`src/rtl/i2cm_pkg.sv`:
```
// Shared types and constants of the I2C master bit engine.
`timescale 1ns / 1ps

package i2cm_pkg;

    localparam int CFG_IDX_W  = 8;
    localparam int CFG_DATA_W = 16;

    // Configuration register indexes
    localparam logic [CFG_IDX_W-1:0] CFG_HALF_PERIOD = 8'd0;
    localparam logic [CFG_IDX_W-1:0] CFG_ACK_TIMEOUT = 8'd1;

    localparam logic [15:0] HALF_PERIOD_RST = 16'd8;
    localparam logic [7:0]  ACK_TIMEOUT_RST = 8'd100;

    // Command codes, equal to the mode field codes
    typedef enum logic [2:0] {
        CMD_IDLE  = 3'd0,
        CMD_START = 3'd1,
        CMD_STOP  = 3'd2,
        CMD_WRITE = 3'd3,
        CMD_READ  = 3'd4,
        CMD_ACK   = 3'd5,
        CMD_BIT   = 3'd6
    } t_cmd;

    localparam logic [2:0] MODE_RSVD = 3'd7;

    typedef struct packed {
        t_cmd        cmd;
        logic [2:0]  phase;
        logic [15:0] tick_count;
        logic [2:0]  bit_count;
        logic [7:0]  shift_reg;
        logic [7:0]  ack_tries;
        logic        scl;
        logic        sda;
        logic        nack;
        logic [7:0]  tx_data;
    } t_state;

    localparam t_state STATE_RST = '{
        cmd:        CMD_IDLE,
        phase:      3'd0,
        tick_count: 16'd0,
        bit_count:  3'd0,
        shift_reg:  8'd0,
        ack_tries:  8'd0,
        scl:        1'b1,
        sda:        1'b1,
        nack:       1'b0,
        tx_data:    8'd0
    };

endpackage

```
`src/rtl/i2cm_step.sv`:
```
// Next-state logic for one tick: command launch, tick count and phase sequencing.
`timescale 1ns / 1ps

module i2cm_step import i2cm_pkg::*; (
    input  t_state        i_st,
    input  logic [2:0]    i_mode,
    input  logic [7:0]    i_tx_byte,
    input  logic          i_sda_in,
    input  logic [15:0]   i_half_period,
    input  logic [7:0]    i_ack_limit,
    output t_state        o_st,
    output logic          o_done
);

    function automatic logic cur_bit(input t_state s);
        logic [2:0] idx;
        begin
            idx = 3'd7 - s.bit_count;
            if (s.cmd == CMD_WRITE) cur_bit = s.tx_data[idx];
            else                    cur_bit = s.tx_data[0];
        end
    endfunction

    // Apply the drive levels that a phase sets on entry
    function automatic t_state enter_phase(input t_state s);
        t_state r;
        begin
            r = s;
            case (s.cmd)
                CMD_START: begin
                    if (s.phase == 3'd0)      r.sda = 1'b1;
                    else if (s.phase == 3'd1) r.scl = 1'b1;
                    else if (s.phase == 3'd2) r.sda = 1'b0;
                    else                      r.scl = 1'b0;
                end
                CMD_STOP: begin
                    if (s.phase == 3'd0)      r.sda = 1'b0;
                    else if (s.phase == 3'd2) r.scl = 1'b0;
                    else if (s.phase == 3'd4) r.scl = 1'b1;
                    else if (s.phase == 3'd6) r.sda = 1'b1;
                end
                CMD_WRITE, CMD_BIT: begin
                    if (s.phase == 3'd0)      r.sda = cur_bit(s);
                    else if (s.phase == 3'd1) r.scl = 1'b1;
                    else if (s.phase == 3'd3) r.scl = 1'b0;
                end
                CMD_READ: begin
                    if (s.phase == 3'd0) begin
                        r.sda = 1'b1;
                        r.scl = 1'b1;
                    end else if (s.phase == 3'd4) begin
                        r.scl = 1'b0;
                    end
                end
                CMD_ACK: begin
                    if (s.phase == 3'd0) begin
                        r.sda = 1'b1;
                    end else begin
                        r.scl       = 1'b1;
                        r.ack_tries = 8'd0;
                    end
                end
                default: ;
            endcase
            enter_phase = r;
        end
    endfunction

    t_state      st;
    logic        fin;
    logic        mode_ok;
    logic [16:0] cnt_inc;
    logic [7:0]  tries_n;

    assign mode_ok = (i_mode != 3'(CMD_IDLE)) && (i_mode != MODE_RSVD);

    always_comb begin
        st      = i_st;
        fin     = 1'b0;
        cnt_inc = 17'd0;
        tries_n = 8'd0;

        if (st.cmd == CMD_IDLE && mode_ok) begin
            st.cmd        = t_cmd'(i_mode);
            st.phase      = 3'd0;
            st.tick_count = 16'd0;
            st.bit_count  = 3'd0;
            st.tx_data    = i_tx_byte;
            if (st.cmd == CMD_READ) st.shift_reg = 8'd0;
            st = enter_phase(st);
        end

        if (st.cmd != CMD_IDLE) begin
            cnt_inc = {1'b0, st.tick_count} + 17'd1;
            if (cnt_inc >= {1'b0, i_half_period}) begin
                st.tick_count = 16'd0;
                case (st.cmd)
                    CMD_START: begin
                        if (st.phase < 3'd3) begin
                            st.phase = st.phase + 3'd1;
                            st = enter_phase(st);
                        end else begin
                            fin = 1'b1;
                        end
                    end
                    CMD_STOP: begin
                        if (st.phase < 3'd7) begin
                            st.phase = st.phase + 3'd1;
                            st = enter_phase(st);
                        end else begin
                            fin = 1'b1;
                        end
                    end
                    CMD_WRITE, CMD_BIT: begin
                        if (st.phase < 3'd3) begin
                            st.phase = st.phase + 3'd1;
                            st = enter_phase(st);
                        end else if (st.cmd == CMD_WRITE && st.bit_count < 3'd7) begin
                            st.bit_count = st.bit_count + 3'd1;
                            st.phase     = 3'd0;
                            st = enter_phase(st);
                        end else begin
                            fin = 1'b1;
                        end
                    end
                    CMD_READ: begin
                        if (st.phase == 3'd1) st.shift_reg = {st.shift_reg[6:0], i_sda_in};
                        if (st.phase < 3'd4) begin
                            st.phase = st.phase + 3'd1;
                            st = enter_phase(st);
                        end else if (st.bit_count < 3'd7) begin
                            st.bit_count = st.bit_count + 3'd1;
                            st.phase     = 3'd0;
                            st = enter_phase(st);
                        end else begin
                            fin = 1'b1;
                        end
                    end
                    CMD_ACK: begin
                        if (st.phase == 3'd0) begin
                            st.phase = 3'd1;
                            st = enter_phase(st);
                        end else begin
                            tries_n      = st.ack_tries + 8'd1;
                            st.ack_tries = tries_n;
                            // Finish on an ack or when the sample budget is spent
                            if (!i_sda_in || tries_n >= i_ack_limit) begin
                                st.scl  = 1'b0;
                                st.nack = i_sda_in;
                                fin     = 1'b1;
                            end
                        end
                    end
                    default: fin = 1'b1;
                endcase
                if (fin) begin
                    st.cmd   = CMD_IDLE;
                    st.phase = 3'd0;
                end
            end else begin
                st.tick_count = cnt_inc[15:0];
            end
        end
    end

    assign o_st   = st;
    assign o_done = fin;

endmodule

```
`config.mk`:
```
export PLATFORM = sky130hd
export DESIGN_NAME = i2cm_step
export DESIGN_NICKNAME = d
export VERILOG_FILES = /design/src/rtl/i2cm_pkg.sv /design/src/rtl/i2cm_step.sv
export SDC_FILE = /design/constraint.sdc
export NUM_CORES = 1
export LEC_CHECK = 0
export BUFFER_PORTS_ARGS = -buffer_cell sky130_fd_sc_hd__buf_2
export CAP_MARGIN = 20
export CORE_AREA = 2 2 90 92
export DETAILED_ROUTE_END_ITERATION = 6
export DIE_AREA = 0 0 92 94
export PLACE_DENSITY = 0.8
export SLEW_MARGIN = 20
export SYNTH_ARGS = -nofsm -noshare
export SYNTH_HDL_FRONTEND = slang
export SYNTH_SLANG_ARGS = --single-unit
```
`constraint.sdc`:
```
create_clock -name vclk -period 15.4
set_input_delay 3.08 -clock vclk [all_inputs]
set_output_delay 3.08 -clock vclk [all_outputs]
set_load 0.005 [all_outputs]
```
==> impl_metrics.py <==
metrics = {
    "worst_hold_path": {
        "hp-start": "i_tx_byte[3]",
        "holdPathStages": 4,
        "hp-class": "in -> out",
    },
    "detailed_routing": {
        "routed_wl_um": 10920,
        "drc_errors": 0,
        "antenna_left": 0,
        "wire_per_inst_um": 15.06,
        "num_vias": 4232,
        "drt_iter0_markers": 399,
        "via_per_inst": 5.837,
        "drt-pass1-iter-count": 5,
    },
    "sta": {
        "hold_violations": 0,
        "finalCriticalPeriod_ns": 11.28,
        "period_share_pct": 73.25,
        "holdWs_ns": 6.411,
        "rsz0062_at_grt": "no",
        "setup_viol": 0,
        "clock.fmax_mhz": 88.65,
        "max_slew.worst_pin.slew_ns": 0.8642,
        "finalMaxSlewViolations": 0,
        "finalSetupTns_ns": 0,
        "slew_headroom_pct": 42.00,
    },
    "final_layout": {
        "n_antenna_cell": 0,
        "postLayoutCellArea_sq_mm": 0.003855,
        "final_util_pct": 50.67,
        "register_area_sq_um": 0,
        "synthToLayoutAreaGrowth_pct": 24.28,
        "drive_gt1_share_pct": 26.97,
        "fin_cells": 725,
        "seq_cells": 0,
        "nets": 748,
        "clkbuf_count": 0,
    },
    "placement": {
        "gp_congestion": 0.9460,
        "dpl.hpwl_um": 8789,
        "place_inst": 725,
        "port_buffers": 141,
        "post_dp_cell_area_sq_mm": 0.003855,
    },
    "floorplan": {
        "die_h_um": 94,
        "row_count": 32,
        "die_w_um": 92,
        "coreArea_sq_mm": 0.007607,
        "dieArea_sq_mm": 0.008648,
        "io_pins": 141,
        "initial_utilization_pct": 40.77,
    },
    "worst_setup_path": {
        "end_kind": "output port",
        "crit_arrival_ns": 8.20,
        "critical_path_class": "in -> out",
        "crit_chain": "buf_2 -> or3_1 -> nand3_2 -> and2_1 -> ha_1 -> and3_1 -> and3_1 -> nand2_1 -> nor2_1 -> nand3_1 -> xnor2_1 -> nor2_1 -> ha_1 -> a21oi_1 -> o21a_1 -> a21o_1 -> a31oi_1 -> or2_2 -> nor2_2 -> nand3b_1 -> a21oi_1 -> buf_2",
        "critPathMaxFanout": 32,
        "worst_path_max_delay_cell": "or2_2",
        "critical_path_required_ns": 12.32,
        "cp_slowest_stage_delay_ns": 0.48,
        "crit_path_start": "i_mode[2]",
        "start_kind": "primary input",
    },
    "logic_synthesis": {
        "synth-seq-area-share_pct": 0,
        "ys_types": 65,
        "synth_area_sq_mm": 0.003102,
        "syn-num-nets": 624,
        "synthCells": 501,
        "yosysWarnings": 0,
        "syn_avg_cell_area_sq_um": 6.191,
    },
    "flow_run": {
        "max_cap_violations": 0,
    },
    "global_route": {
        "grt.total_usage_pct": 24.06,
        "grt_pass1_wl_um": 17760,
        "grt_antenna_before_repair": 0,
        "overflow": 0,
        "grt_max_degree": 33,
        "grt_pass1_vias": 3960,
    },
    "cts": {
        "postCtsSetupBuffers": 0,
        "ctsHoldBuffers": 0,
        "cts-resized-gates": 0,
    },
    "pwr": {
        "p_comb_share_pct": 100.0,
        "switchingPower_mw": 0.07229,
        "power_density_mw_per_mm2": 32.13,
        "switching_share_pct": 58.36,
        "peakVddDrop_uv": 18.97,
        "power_frac_seq_pct": 0,
        "p_leak_nw": 1.926,
        "intPower_mw": 0.05156,
        "p_clk_share_pct": 0,
    },
    "status": {
        "status": "finished clean",
    },
}
==> layer usage <==
metal | track usage (%) | wire [um]
met3 | 1.124 | 855
met5 | 0 | 0
met1 | 31.62 | 4573
met2 | 42.71 | 5209
met4 | 6.965 | 280
==> cells in the mapped netlist (3+ instances only) <==
master | n | share of area, %
o22ai_1 | 4 | 0.81
o32ai_1 | 5 | 1.4
o21a_1 | 5 | 1.2
mux4_2 | 3 | 2.2
a21o_1 | 5 | 1.2
or3_1 | 3 | 0.61
o211ai_1 | 5 | 1.2
o21ai_1 | 4 | 0.65
clkbuf_1 | 16 | 1.9
mux2i_1 | 10 | 3.2
nor3b_1 | 3 | 0.73
nor3_1 | 12 | 1.9
nor2_1 | 55 | 6.7
nand2_1 | 76 | 9.2
ha_1 | 35 | 14
a2111oi_0 | 3 | 0.85
buf_6 | 3 | 1.1
nand3_1 | 25 | 4.0
xnor2_1 | 17 | 4.8
o21ai_0 | 43 | 6.9
and2_1 | 6 | 1.2
a31oi_1 | 4 | 0.81
nand3b_1 | 7 | 1.7
nand2b_1 | 7 | 1.4
a21oi_1 | 36 | 5.8
xor2_1 | 7 | 2.0
and3_1 | 10 | 2.0
a21boi_0 | 3 | 0.73
inv_1 | 32 | 3.9
nor2_2 | 3 | 0.61
nand4_1 | 9 | 1.8
==> final timing paths <==
path,end,slack [ns]
worst min-delay path,o_st[3],6.41
worst max-delay path,o_st[33],4.12
==> cell usage in the layout, fill, tap and decap left out, types with 4 or more instances in the layout <==
cell type / count
nand2_1: 76
and3_1: 10
inv_1: 32
o22ai_1: 4
nand3b_1: 7
ha_1: 35
o32ai_1: 5
a31oi_1: 4
and2_1: 6
nor3_1: 11
nand2b_1: 7
o211ai_1: 5
a21o_1: 5
nand4_1: 9
nor2_1: 55
xnor2_1: 17
o21ai_1: 4
mux2i_1: 10
o21a_1: 5
nand3_1: 25
buf_2: 141
a21oi_1: 36
xor2_1: 7
o21ai_0: 43
==> per-stage QoR <==
step / power [mW] / worst slack [ns]
2_1_floorplan: 0.07588 / 4.847
3_3_place_gp: 0.1189 / 4.261
3_5_place_dp: 0.1221 / 4.189
4_1_cts: 0.1227 / 4.183
5_1_grt: 0.1382 / 3.573
6_report: 0.1239 / 4.120
==> power by group through the flow <==
stage | sequential (mW) | combinational, mW | clock [mW]
6_report | 0 | 0.124 | 0
5_1_grt | 0 | 0.138 | 0
4_1_cts | 0 | 0.123 | 0
3_5_place_dp | 0 | 0.122 | 0
3_3_place_gp | 0 | 0.119 | 0
2_1_floorplan | 0 | 0.0759 | 0
==> layout make-up <==
| type | instances | area (sq um) |
|---|---|---|
| fill | 821 | 3752 |
| multi-input combinational | 447 | 2879 |
| timing repair buffer | 144 | 728.2 |
| tap | 102 | 127.6 |
| inverter | 32 | 120.1 |
==> critical path: cells and delay by family <==
family	cells	cell delay (ns)
simple gates	12	3.31
compound gates	5	0.70
fa+ha+maj	2	0.54
buf+inv	2	0.30
xor+xnor	1	0.25
==> cells by family after synthesis <==
family | Yosys count | synth area share [%]
simple gates | 230 | 36.10
compound gates | 143 | 29.53
buf+inv | 54 | 7.342
fa+ha+maj | 35 | 14.12
xor+xnor | 24 | 6.777
mux | 15 | 6.131
Note: power is estimated with default switching activity, not from simulation.
